File: src/rtl/firch_pkg.sv
// Shared types, constants and codes for the circular-history FIR filter.
package firch_pkg;

    localparam int SAMPLE_BITS  = 16;
    localparam int FRAC_BITS    = SAMPLE_BITS - 1;
    localparam int TAP_W        = 7;
    localparam int IDX_W        = 6;
    localparam int MAX_TAPS_DEF = 64;
    localparam int PADDR_W      = 3;
    localparam int APB_DW       = 32;

    localparam logic [PADDR_W-3:0] REG_TAP_COUNT = '0;

    typedef enum logic {
        OP_FILTER = 1'b0,
        OP_COEF   = 1'b1
    } t_opcode;

    typedef enum logic [1:0] {
        ST_IDLE,
        ST_RUN,
        ST_WAIT
    } t_state;

    typedef struct packed {
        logic                          opcode;
        logic [IDX_W-1:0]              tap_index;
        logic signed [SAMPLE_BITS-1:0] value;
    } t_in_item;

    typedef struct packed {
        logic signed [SAMPLE_BITS-1:0] filtered_sample;
        logic                          saturated;
    } t_out_item;

    typedef struct packed {
        logic acc_clr;
        logic mul_en;
        logic acc_en;
    } t_mac_ctl;

endpackage

File: src/rtl/fir_filter_circular_history_core.sv
// Direct-form FIR filter over a circular sample history, top level and sequencer.
//
// Input channel (i_in_valid / o_in_stall / i_in_data) carries requests of two
// kinds. A coefficient request loads one tap in its accept cycle and gives no
// result. A sample request writes the sample into the history ring, then the
// shared multiply-accumulate unit walks the taps, one tap per cycle, reading
// one coefficient and one history entry each cycle from two RAMs.
// The result of a sample request follows the single MAC pass over the N taps
// (N = tap count), the RAM read and product registers and the accumulator.
// o_in_stall is high while a sample is being filtered, so the next sample
// is taken only once the last result has moved to the output register;
// coefficient requests go at one per cycle while idle.
// Output channel (o_out_valid / i_out_stall / o_out_data) has an output
// register: a finished result waits there while the next request is taken.
// If a second result finishes while the first is still stalled, the block
// holds it in the MAC and keeps o_in_stall high until the register frees.
// Reset clears history, coefficients (through valid bits), write position,
// and sets the tap count to the smaller of MAX_TAPS and 64. Writing the tap count over APB clears the
// history and the write position at once; coefficients are kept.
module fir_filter_circular_history_core #(
    parameter int MAX_TAPS = firch_pkg::MAX_TAPS_DEF
) (
    input  logic                             i_clk,
    input  logic                             i_rst_n,
    input  logic                             i_in_valid,
    output logic                             o_in_stall,
    input  firch_pkg::t_in_item              i_in_data,
    output logic                             o_out_valid,
    input  logic                             i_out_stall,
    output firch_pkg::t_out_item             o_out_data,
    input  logic                             psel,
    input  logic                             penable,
    input  logic                             pwrite,
    input  logic [firch_pkg::PADDR_W-1:0]    paddr,
    input  logic [firch_pkg::APB_DW-1:0]     pwdata,
    output logic [firch_pkg::APB_DW-1:0]     prdata,
    output logic                             pready
);

    localparam int SB    = firch_pkg::SAMPLE_BITS;
    localparam int TW    = firch_pkg::TAP_W;
    localparam int AW    = (MAX_TAPS > 1) ? $clog2(MAX_TAPS) : 1;
    localparam int CW    = (AW > TW) ? AW : TW;
    localparam int ACC_W = 2 * SB + AW;
    localparam int PW    = firch_pkg::PADDR_W;

    localparam logic [TW-1:0] TAP_RST = TW'((MAX_TAPS < 64) ? MAX_TAPS : 64);
    localparam logic [TW-1:0] TAP_MAX = (MAX_TAPS < (1 << TW)) ? TW'(MAX_TAPS) : '1;

    firch_pkg::t_state    r_state, n_state;
    firch_pkg::t_mac_ctl  w_ctl;
    firch_pkg::t_out_item r_out;

    logic [TW-1:0]       r_tap;
    logic [AW-1:0]       r_pos;
    logic [AW-1:0]       r_k;
    logic [AW-1:0]       r_h;
    logic [MAX_TAPS-1:0] r_hvalid;
    logic [MAX_TAPS-1:0] r_cvalid;
    logic                r_s1, r_s2;
    logic                r_hv1, r_cv1;
    logic                r_out_valid;

    logic          w_accept, w_smp_acc, w_coef_acc, w_coef_we;
    logic          w_rd_en, w_last, w_load, w_cfg_we;
    logic [TW-1:0] w_tap_m1;
    logic [TW-1:0] w_cfg_tap;
    logic [SB-1:0] w_hist_q, w_coef_q;
    logic signed [SB-1:0] w_samp, w_coef, w_q;
    logic          w_sat;

    assign w_accept   = i_in_valid && (r_state == firch_pkg::ST_IDLE);
    assign w_smp_acc  = w_accept && (i_in_data.opcode == firch_pkg::OP_FILTER);
    assign w_coef_acc = w_accept && (i_in_data.opcode == firch_pkg::OP_COEF);
    assign w_coef_we  = w_coef_acc && (int'(i_in_data.tap_index) < MAX_TAPS);
    assign w_tap_m1   = r_tap - TW'(1);
    assign w_last     = (CW'(r_k) == CW'(w_tap_m1));

    always_comb begin
        n_state = r_state;
        w_rd_en = 1'b0;
        w_load  = 1'b0;
        unique case (r_state)
            firch_pkg::ST_IDLE: begin
                if (w_smp_acc) begin
                    n_state = firch_pkg::ST_RUN;
                end
            end
            firch_pkg::ST_RUN: begin
                w_rd_en = 1'b1;
                if (w_last) begin
                    n_state = firch_pkg::ST_WAIT;
                end
            end
            firch_pkg::ST_WAIT: begin
                // drain the read and product registers, then hand off
                if (!r_s1 && !r_s2 && (!r_out_valid || !i_out_stall)) begin
                    w_load  = 1'b1;
                    n_state = firch_pkg::ST_IDLE;
                end
            end
            default: begin
                n_state = firch_pkg::ST_IDLE;
            end
        endcase
    end

    always_ff @(posedge i_clk) begin
        if (!i_rst_n) begin
            r_state <= firch_pkg::ST_IDLE;
        end else begin
            r_state <= n_state;
        end
    end

    // APB register: tap count, clamped to 1..MAX_TAPS
    assign pready   = 1'b1;
    assign w_cfg_we = psel && penable && pwrite
                      && (paddr[PW-1:2] == firch_pkg::REG_TAP_COUNT);

    always_comb begin
        w_cfg_tap = pwdata[TW-1:0];
        priority if (w_cfg_tap == '0) begin
            w_cfg_tap = TW'(1);
        end else if (int'(w_cfg_tap) > MAX_TAPS) begin
            w_cfg_tap = TAP_MAX;
        end
    end

    assign prdata = (paddr[PW-1:2] == firch_pkg::REG_TAP_COUNT)
                    ? firch_pkg::APB_DW'(r_tap) : '0;

    always_ff @(posedge i_clk) begin
        if (!i_rst_n) begin
            r_tap       <= TAP_RST;
            r_pos       <= '0;
            r_hvalid    <= '0;
            r_cvalid    <= '0;
            r_s1        <= 1'b0;
            r_s2        <= 1'b0;
            r_out_valid <= 1'b0;
        end else begin
            r_s1 <= w_rd_en;
            r_s2 <= r_s1;
            if (w_cfg_we) begin
                r_tap    <= w_cfg_tap;
                r_pos    <= '0;
                r_hvalid <= '0;
            end else if (w_smp_acc) begin
                r_hvalid[r_pos] <= 1'b1;
                if ((CW'(r_pos) + CW'(1)) == CW'(r_tap)) begin
                    r_pos <= '0;
                end else begin
                    r_pos <= r_pos + AW'(1);
                end
            end
            if (w_coef_we) begin
                r_cvalid[AW'(i_in_data.tap_index)] <= 1'b1;
            end
            if (w_load) begin
                r_out_valid <= 1'b1;
            end else if (!i_out_stall) begin
                r_out_valid <= 1'b0;
            end
        end
    end

    always_ff @(posedge i_clk) begin
        if (w_smp_acc) begin
            r_k <= '0;
            r_h <= r_pos;
        end else if (w_rd_en) begin
            r_k <= r_k + AW'(1);
            // step back through the ring, wrapping below zero
            if (r_h == '0) begin
                r_h <= AW'(w_tap_m1);
            end else begin
                r_h <= r_h - AW'(1);
            end
        end
        r_hv1 <= r_hvalid[r_h];
        r_cv1 <= r_cvalid[r_k];
        if (w_load) begin
            r_out.filtered_sample <= w_q;
            r_out.saturated       <= w_sat;
        end
    end

    firch_ram #(
        .WIDTH (SB),
        .DEPTH (MAX_TAPS),
        .AW    (AW)
    ) u_hist_ram (
        .i_clk   (i_clk),
        .i_we    (w_smp_acc),
        .i_waddr (r_pos),
        .i_wdata (i_in_data.value),
        .i_raddr (r_h),
        .o_rdata (w_hist_q)
    );

    firch_ram #(
        .WIDTH (SB),
        .DEPTH (MAX_TAPS),
        .AW    (AW)
    ) u_coef_ram (
        .i_clk   (i_clk),
        .i_we    (w_coef_we),
        .i_waddr (AW'(i_in_data.tap_index)),
        .i_wdata (i_in_data.value),
        .i_raddr (r_k),
        .o_rdata (w_coef_q)
    );

    // entries never written since reset or clear read as zero
    assign w_samp = r_hv1 ? w_hist_q : '0;
    assign w_coef = r_cv1 ? w_coef_q : '0;

    assign w_ctl.acc_clr = w_smp_acc;
    assign w_ctl.mul_en  = r_s1;
    assign w_ctl.acc_en  = r_s2;

    firch_mac #(
        .ACC_W (ACC_W)
    ) u_mac (
        .i_clk  (i_clk),
        .i_ctl  (w_ctl),
        .i_coef (w_coef),
        .i_samp (w_samp),
        .o_q    (w_q),
        .o_sat  (w_sat)
    );

    assign o_in_stall  = (r_state != firch_pkg::ST_IDLE);
    assign o_out_valid = r_out_valid;
    assign o_out_data  = r_out;

endmodule

File: src/rtl/firch_ram.sv
// Generic single-write, single-read RAM with registered read data.
module firch_ram #(
    parameter int WIDTH = 16,
    parameter int DEPTH = 64,
    parameter int AW    = (DEPTH > 1) ? $clog2(DEPTH) : 1
) (
    input  logic             i_clk,
    input  logic             i_we,
    input  logic [AW-1:0]    i_waddr,
    input  logic [WIDTH-1:0] i_wdata,
    input  logic [AW-1:0]    i_raddr,
    output logic [WIDTH-1:0] o_rdata
);

    logic [WIDTH-1:0] r_mem [DEPTH];
    logic [WIDTH-1:0] r_rdata;

    always_ff @(posedge i_clk) begin
        if (i_we) begin
            r_mem[i_waddr] <= i_wdata;
        end
        r_rdata <= r_mem[i_raddr];
    end

    assign o_rdata = r_rdata;

endmodule

File: src/rtl/firch_mac.sv
// Shared multiply-accumulate unit with round-half-up and Q1.15 saturation.
module firch_mac #(
    parameter int ACC_W = 38
) (
    input  logic                                     i_clk,
    input  firch_pkg::t_mac_ctl                      i_ctl,
    input  logic signed [firch_pkg::SAMPLE_BITS-1:0] i_coef,
    input  logic signed [firch_pkg::SAMPLE_BITS-1:0] i_samp,
    output logic signed [firch_pkg::SAMPLE_BITS-1:0] o_q,
    output logic                                     o_sat
);

    localparam int SB = firch_pkg::SAMPLE_BITS;
    localparam int FB = firch_pkg::FRAC_BITS;

    localparam logic signed [ACC_W-1:0] RND_HALF = ACC_W'(64'd1 << (FB - 1));
    localparam logic signed [ACC_W-1:0] Q_MAX    = ACC_W'((64'd1 << (SB - 1)) - 64'd1);
    localparam logic signed [ACC_W-1:0] Q_MIN    = -Q_MAX - ACC_W'(1);

    logic signed [2*SB-1:0]  r_prod;
    logic signed [ACC_W-1:0] r_acc;
    logic signed [ACC_W-1:0] w_rnd;
    logic signed [ACC_W-1:0] w_q;

    always_ff @(posedge i_clk) begin
        if (i_ctl.mul_en) begin
            r_prod <= i_coef * i_samp;
        end
        if (i_ctl.acc_clr) begin
            r_acc <= '0;
        end else if (i_ctl.acc_en) begin
            r_acc <= r_acc + ACC_W'(r_prod);
        end
    end

    // floor((acc + half LSB) / 2^FB)
    assign w_rnd = r_acc + RND_HALF;
    assign w_q   = w_rnd >>> FB;

    always_comb begin
        priority if (w_q > Q_MAX) begin
            o_q   = Q_MAX[SB-1:0];
            o_sat = 1'b1;
        end else if (w_q < Q_MIN) begin
            o_q   = Q_MIN[SB-1:0];
            o_sat = 1'b1;
        end else begin
            o_q   = w_q[SB-1:0];
            o_sat = 1'b0;
        end
    end

endmodule

File: config.mk
export PLATFORM = sky130hd
export DESIGN_NAME = fir_filter_circular_history_core
export DESIGN_NICKNAME = d
export VERILOG_FILES = /design/src/rtl/firch_pkg.sv /design/src/rtl/fir_filter_circular_history_core.sv /design/src/rtl/firch_ram.sv /design/src/rtl/firch_mac.sv
export SDC_FILE = /design/constraint.sdc
export NUM_CORES = 2
export LEC_CHECK = 0
export BUFFER_PORTS_ARGS = -buffer_cell sky130_fd_sc_hd__buf_2
export CAP_MARGIN = 20
export CORE_MARGIN = 1
export CORE_UTILIZATION = 30
export CTS_BUF_LIST = sky130_fd_sc_hd__clkbuf_4
export CTS_CLUSTER_SIZE = 12
export DETAILED_ROUTE_END_ITERATION = 8
export GPL_TIMING_DRIVEN = 0
export SLEW_MARGIN = 20
export SYNTH_ARGS = -nofsm -noshare
export SYNTH_HDL_FRONTEND = slang
export SYNTH_HIERARCHICAL = 1
export SYNTH_SLANG_ARGS = --single-unit
File: constraint.sdc
create_clock -name i_clk -period 6.6 [get_ports i_clk]
set_clock_uncertainty 0.2 [all_clocks]
set_input_delay 0.99 -clock i_clk [delete_from_list [all_inputs] [get_ports i_clk]]
set_output_delay 0.99 -clock i_clk [all_outputs]
set_load 0.01 [all_outputs]
; Word level (Yosys, flattened, before mapping)
; Memory sizes are Yosys's and may differ from the RTL's. A register that Yosys moved wholly into a read port is not among the register bits.
; Index checks and enable logic that the tools add are counted.
[classes]
add_sub_neg = 7
n_mul = 1
n_lt_le_gt_ge = 9
eq_ne = 8
muxes = 32
bitwise = 5
n_reduce_logical = 22
[op_table]
columns = cell, n
row1 = 64-bit OR, 2
row2 = 16-bit two-way mux, 3
row3 = "38-bit by 16-bit adder with 38-bit output, second input constant", 1
row4 = 38-bit by 32-bit adder with 38-bit output, 1
row5 = 16-bit by 16-bit multiplier with 32-bit output, 1
row6 = "6-bit by 7-bit < comparator with 1-bit output, second input constant", 4
row7 = 6-bit two-way mux, 4
row8 = "23-bit by 16-bit greater-than comparator with 1-bit output, second input constant", 1
row9 = "23-bit by 16-bit < comparator with 1-bit output, second input constant", 1
row10 = 7-bit two-way mux, 3
row11 = 1-bit two-way mux, 14
row12 = "6-bit by 1-bit adder with 6-bit output, second input constant", 2
row13 = 1-bit binary-select mux with 6-bit select, 2
row14 = 1-bit demux with 6-bit select, 2
row15 = "6-bit by 1-bit greater-or-equal comparator with 1-bit output, second input constant", 2
row16 = 1-bit logical AND, 10
row17 = "6-bit by 1-bit adder with 7-bit output, second input constant", 1
row18 = 6-bit by 7-bit equality test with 1-bit output, 1
row19 = 7-bit equality test, 1
row20 = "7-bit greater-than comparator, second input constant", 1
row21 = 7-bit logical NOT, 1
row22 = "7-bit by 1-bit subtractor with 7-bit output, second input constant", 1
row23 = 6-bit logical NOT, 1
row24 = 2-bit two-way mux, 3
row25 = other kinds (13), 21
[totals]
register_bits = 247
ramBits = 2048
input_bits = 65
out_inout_bits = 52
elab_cells = 102
memories = 2
[mem_list]
columns = memory, depth, width, rd, rd_clocked_by_memory_dff, write_ports, line
row1 = u_coef_ram.r_mem, 64, 16, 1, 1, 1, firch_ram.sv:15  ; logic [WIDTH-1:0] r_mem [DEPTH];
row2 = u_hist_ram.r_mem, 64, 16, 1, 1, 1, firch_ram.sv:15

; Logic depth before layout (Yosys ltp)
[logic_depth]
depth_word = 6
ltp_mapped = 27
ltp_nobuf = 25

; Hierarchy
; Netlist, hierarchy kept.
[modules_own_cells]
columns = mod, n_inst, cells_per_inst, area_per_inst_um2, seq_area_each_um2
row1 = firch_ram, 2, 1829, 40042.2, 31069.8
row2 = firch_mac, 1, 1639, 14724.1, 1721.7
row3 = fir_filter_circular_history_core, 1, 844, 8146.6, 3773.6

; Least setup slack after synthesis
; Ideal clock, no wire load.
[synth_path]
path_kind = register -> register
from = reg r_hv1
to = reg u_mac.r_prod[30] (data pin)
setup_time_ns = 0.162
arrival_ns = 6.543
required_time_ns = 6.238
slack_ns = -0.305
path_stages_with_launch = 25
n_path_buf = 2
synth_period_minus_slack_ns = 6.905
cell_sequence = dfxtp_1 > clkbuf_1 > and2_1 > clkbuf_1 > nand2_1 > inv_1 > fa_1 > inv_1 > fa_1 > inv_1 > fa_1 > fa_1 > fa_1 > inv_1 > fa_1 > inv_1 > ha_1 > a21o_1 > o21bai_1 > a21oi_1 > o21ai_0 > a31oi_1 > a21oi_1 > or4_1 > o2111ai_1
[synth_between]
elab_chain_cells = 2
[synth_rtl]
columns = item, line
row1 = "start, declared", fir_filter_circular_history_core.sv:61  ; logic r_hv1, r_cv1;
row2 = "start signal, assigned", fir_filter_circular_history_core.sv:181  ; r_hv1 <= r_hvalid[r_h];
row3 = 16-bit two-way mux, fir_filter_circular_history_core.sv:216  ; assign w_samp = r_hv1 ? w_hist_q : '0;
row4 = via w_samp[1], fir_filter_circular_history_core.sv:69  ; logic signed [SB-1:0] w_samp, w_coef, w_q;
row5 = 16-bit by 16-bit multiplier with 32-bit output, firch_mac.sv:27  ; r_prod <= i_coef * i_samp;
row6 = "end signal, assigned", firch_mac.sv:27
row7 = "end, declared", firch_mac.sv:20  ; logic signed [2*SB-1:0] r_prod;
; The timed path passes the listed nets, and every way through them passes these cells.
; A chain may end at the register's enable or synchronous reset.

; Worst setup path after layout
[layout_path]
from = reg r_cv1
to = reg u_mac.r_prod[31] (data pin)
[layout_between]
elab_chain_cells = 2
[layout_rtl]
columns = item, line
row1 = "start, declared", fir_filter_circular_history_core.sv:61
row2 = "start signal, assigned", fir_filter_circular_history_core.sv:182  ; r_cv1 <= r_cvalid[r_k];
row3 = 16-bit two-way mux, fir_filter_circular_history_core.sv:217  ; assign w_coef = r_cv1 ? w_coef_q : '0;
row4 = via w_coef[7], fir_filter_circular_history_core.sv:69
row5 = 16-bit by 16-bit multiplier with 32-bit output, firch_mac.sv:27
; The timed path passes the listed nets, and every way through them passes these cells.

==> summary.txt <==
Run status
  – Run status: complete, but fails checks
  – Failing checks: setup timing

Routing
  – Routed length per instance: 23.3 um
  – Final ANT Viol Nets: 0
  – Initial drt markers: 5,855
  – Post-DR vias/cell: 5.00
  – Routed via count: 60,200
  – DRC: 0
  – WL final: 281,000 um
  – DRT Pass-1 Iters: 6

Setup path
  – Arr. time, crit path: 7590 ps
  – R2R setup slack: -180 ps
  – CP Capture Type: flip-flop
  – Worst EP required: 7410 ps
  – Critical path peak fanout: 8
  – Startpoint type of the worst setup path: flip-flop
  – Path depth of the worst reg2reg path: 22
  – Setup CP Type: flip-flop to flip-flop

STA
  – Max Slew Vio Count: 0
  – RSZ-0062 raised after global routing: yes
  – Minimum clock period: 6780 ps
  – Slew HR: 0.204
  – Worst hold slack: 225 ps
  – Fin crit share: 1.03
  – Slew @ Worst Pin: 1190 ps
  – Fin. Hold Viols: 0
  – Setup ws final: -182 ps
  – Fmax: 0.147 GHz
  – Final setup fails: 5

Die
  – Top-level port count: 117
  – Die Span Y: 588 um
  – Die Footprint: 346,000 sq um
  – Die W: 588 um
  – Initial Util: 0.302
  – Row count: 214
  – Core ar.: 341,000 sq um

Placed design
  – Port-buffer cells: 62
  – Dpl hpwl: 192,000 um
  – GP Congestion: 1.01
  – Placement Cell Area: 112,000 sq um

Synthesis
  – Unique masters post-synth: 99
  – EDFF count, synth: 2,103
  – Synth Area per Inst: 16.8 sq um
  – YS warnings: 6
  – Register area share after synthesis: 0.657
  – Post-Syn Area: 103,000 sq um
  – Synth async-reset ratio: 0
  – Mapped Cells: 6,141
  – Top_reg_cell synth: edfxtp_1
  – FF+latch count, synth: 2,327

Flow run
  – MaxCap Viol Count: 0

Global routing
  – All-Layer GR Usage: 0.159
  – First-pass GRT wire length: 409,000 um
  – Vias in the first global route: 61,500
  – Grt total ovfl: 0
  – Pin count of the biggest net entering global routing: 93
  – Antenna violations before repair: 16

Layout
  – Layout cell share with drive strength beyond 1: 0.291
  – Fin nets: 7,509
  – Final Util: 0.354
  – P&R area growth vs syn: 17.1%
  – FILL cells: 32,300
  – Most common cell after layout, fill and taps aside: edfxtp_1
  – Most frequent cells in the layout: 2,103 x edfxtp_1, 821 x clkbuf_4, 472 x mux4_2, 349 x inv_1, 295 x nand2_1
  – Post-route cell area: 121,000 sq um

CTS
  – Clk sinks: 2,327
  – Reg clk slew, reported paths: 70 ps
  – Max Buffers Root-to-Sink: 4
  – Clock latency on the worst-skew pair: 1330 ps
  – CTS tree: done
  – CTS Buf Count: 593
  – Clock Tree Root: clkbuf_4
  – H-tree lvl count: 6

Pwr
  – Sw Ratio: 0.270
  – Peak VDD IR: 0.138 mV
  – Psw: 9010 uW
  – Flop pwr share: 0.489
  – Clk pwr share: 0.360
  – Combinational share of power: 0.152
  – Internal cell power: 24,400 uW
  – P_leak: 0.0411 uW
  – Pwr per Cell Area: 277 nW/um^2

Hold path
  – Hold depth: 4
  – Hold Crit Class: input pin to flip-flop
==> cell usage after synthesis (all sizes together) (41+ instances only) <==
cell type,instances,area share
o21ai,69,0.0034
ha,124,0.015
nor3,43,0.0024
a22oi,81,0.0059
mux4,480,0.11
a21oi,197,0.0097
fa,263,0.051
nand3,86,0.0042
inv,361,0.013
mux2,57,0.0062
edfxtp,2103,0.61
nor2b,113,0.0069
buf,207,0.015
o21a,41,0.0030
nor2,353,0.013
dfxtp,224,0.044
xnor2,58,0.0049
xor2,41,0.0035
and2,175,0.011
mux2i,201,0.020
clkbuf,126,0.0047
nand2,304,0.011
==> cells by family after synthesis <==
| group | synth area share |
|---|---|
| flip-flops | 0.657 |
| adder cells (fa/ha/maj) | 0.0662 |
| AND/OR/NAND/NOR | 0.0616 |
| multiplexers | 0.131 |
| XOR/XNOR | 0.00842 |
| buffers and inverters | 0.0333 |
| AO/OA/AOI/OAI | 0.0424 |
| other | 0.0000729 |
==> through the flow <==
step                      power (uW)  worst slack, ps  instances  TNS, ps
after CTS                      33700             -191      12000     -660
after floorplan                19700             6.05       6165        0
after detailed placement       21600            -1390      10900   -16480
after global routing           34700             -326      12000    -1730
after global placement         21500            -1320      10800   -15290
final                          33400             -182      12000     -612
==> final timing paths <==
kind,start,to
setup / recovery,r_cv1,u_mac/r_prod[31]
setup reg to reg,r_cv1,u_mac/r_prod[31]
hold reg to reg,r_cvalid[50],r_cvalid[50]
hold / removal,i_in_data[20],r_cvalid[16]
==> per-layer routing <==
layer,GRT usage,up-vias,part of all wire
li1,-,25700,-
met1,0.206,31100,0.40
met2,0.260,2717,0.48
met3,0.0332,566,0.083
met4,0.0653,10,0.037
met5,0,-,0.00023
==> critical path: stages, from the launching register on <==
cell       delay, ps
dfxtp_4          410
buf_8            150
and2_4           170
clkbuf_16        160
and2_4           140
fa_1             500
inv_1             50
fa_1             500
fa_2             600
inv_2             40
fa_2             530
fa_1             420
fa_1             540
ha_4             210
a21o_1           150
a21o_1           210
a21oi_4          200
o21ai_2           90
a211o_1          330
and2_4           170
a311o_1          350
a41o_1           230
xnor2_2          150
==> power groups by stage <==
stage                     Combinational [uW]  Clock (uW)  Sequential, uW
after global routing                    5290       13100           16300
after detailed placement                4980           0           16600
after floorplan                         3120           0           16600
after CTS                               5050       12400           16300
after global placement                  4870           0           16700
final                                   5070       12000           16300
==> registers in the layout (all words and copies together) (netlist names), 7 cells and up <==
| register | cells |
|---|---|
| o_out_data | 17 |
| r_cvalid | 64 |
| r_hvalid | 64 |
| r_tap | 7 |
| u_coef_ram/o_rdata | 16 |
| u_coef_ram/r_mem | 1024 |
| u_hist_ram/o_rdata | 16 |
| u_hist_ram/r_mem | 1024 |
| u_mac/r_acc | 38 |
| u_mac/r_prod | 32 |
==> area by class of cell <==
class	count	area, sq um	share of cell area
Inverter	361	1360	0.0113
Tap cell	4536	5680	0.0471
Clock buffer	814	6110	0.0507
Timing Repair Buffer	297	3290	0.0273
Sequential cell	2327	67600	0.561
Multi-Input combinational cell	3144	32700	0.271
Antenna cell	9	22.5	0.000187
Clock inverter	213	1210	0.0100
Buffer	333	2490	0.0206
==> what timing repair did <==
item | in CTS | in global routing
gates cloned | 2 | 1
gates resized for setup | 210 | 31
pin swaps | 71 | 42
hold endpoints to repair | 736 | 0
buffers inserted | 47 | 14
setup endpoints to repair | 21 | 13
hold buffers | 33 | 0
Power figures use the tool's default switching activity.
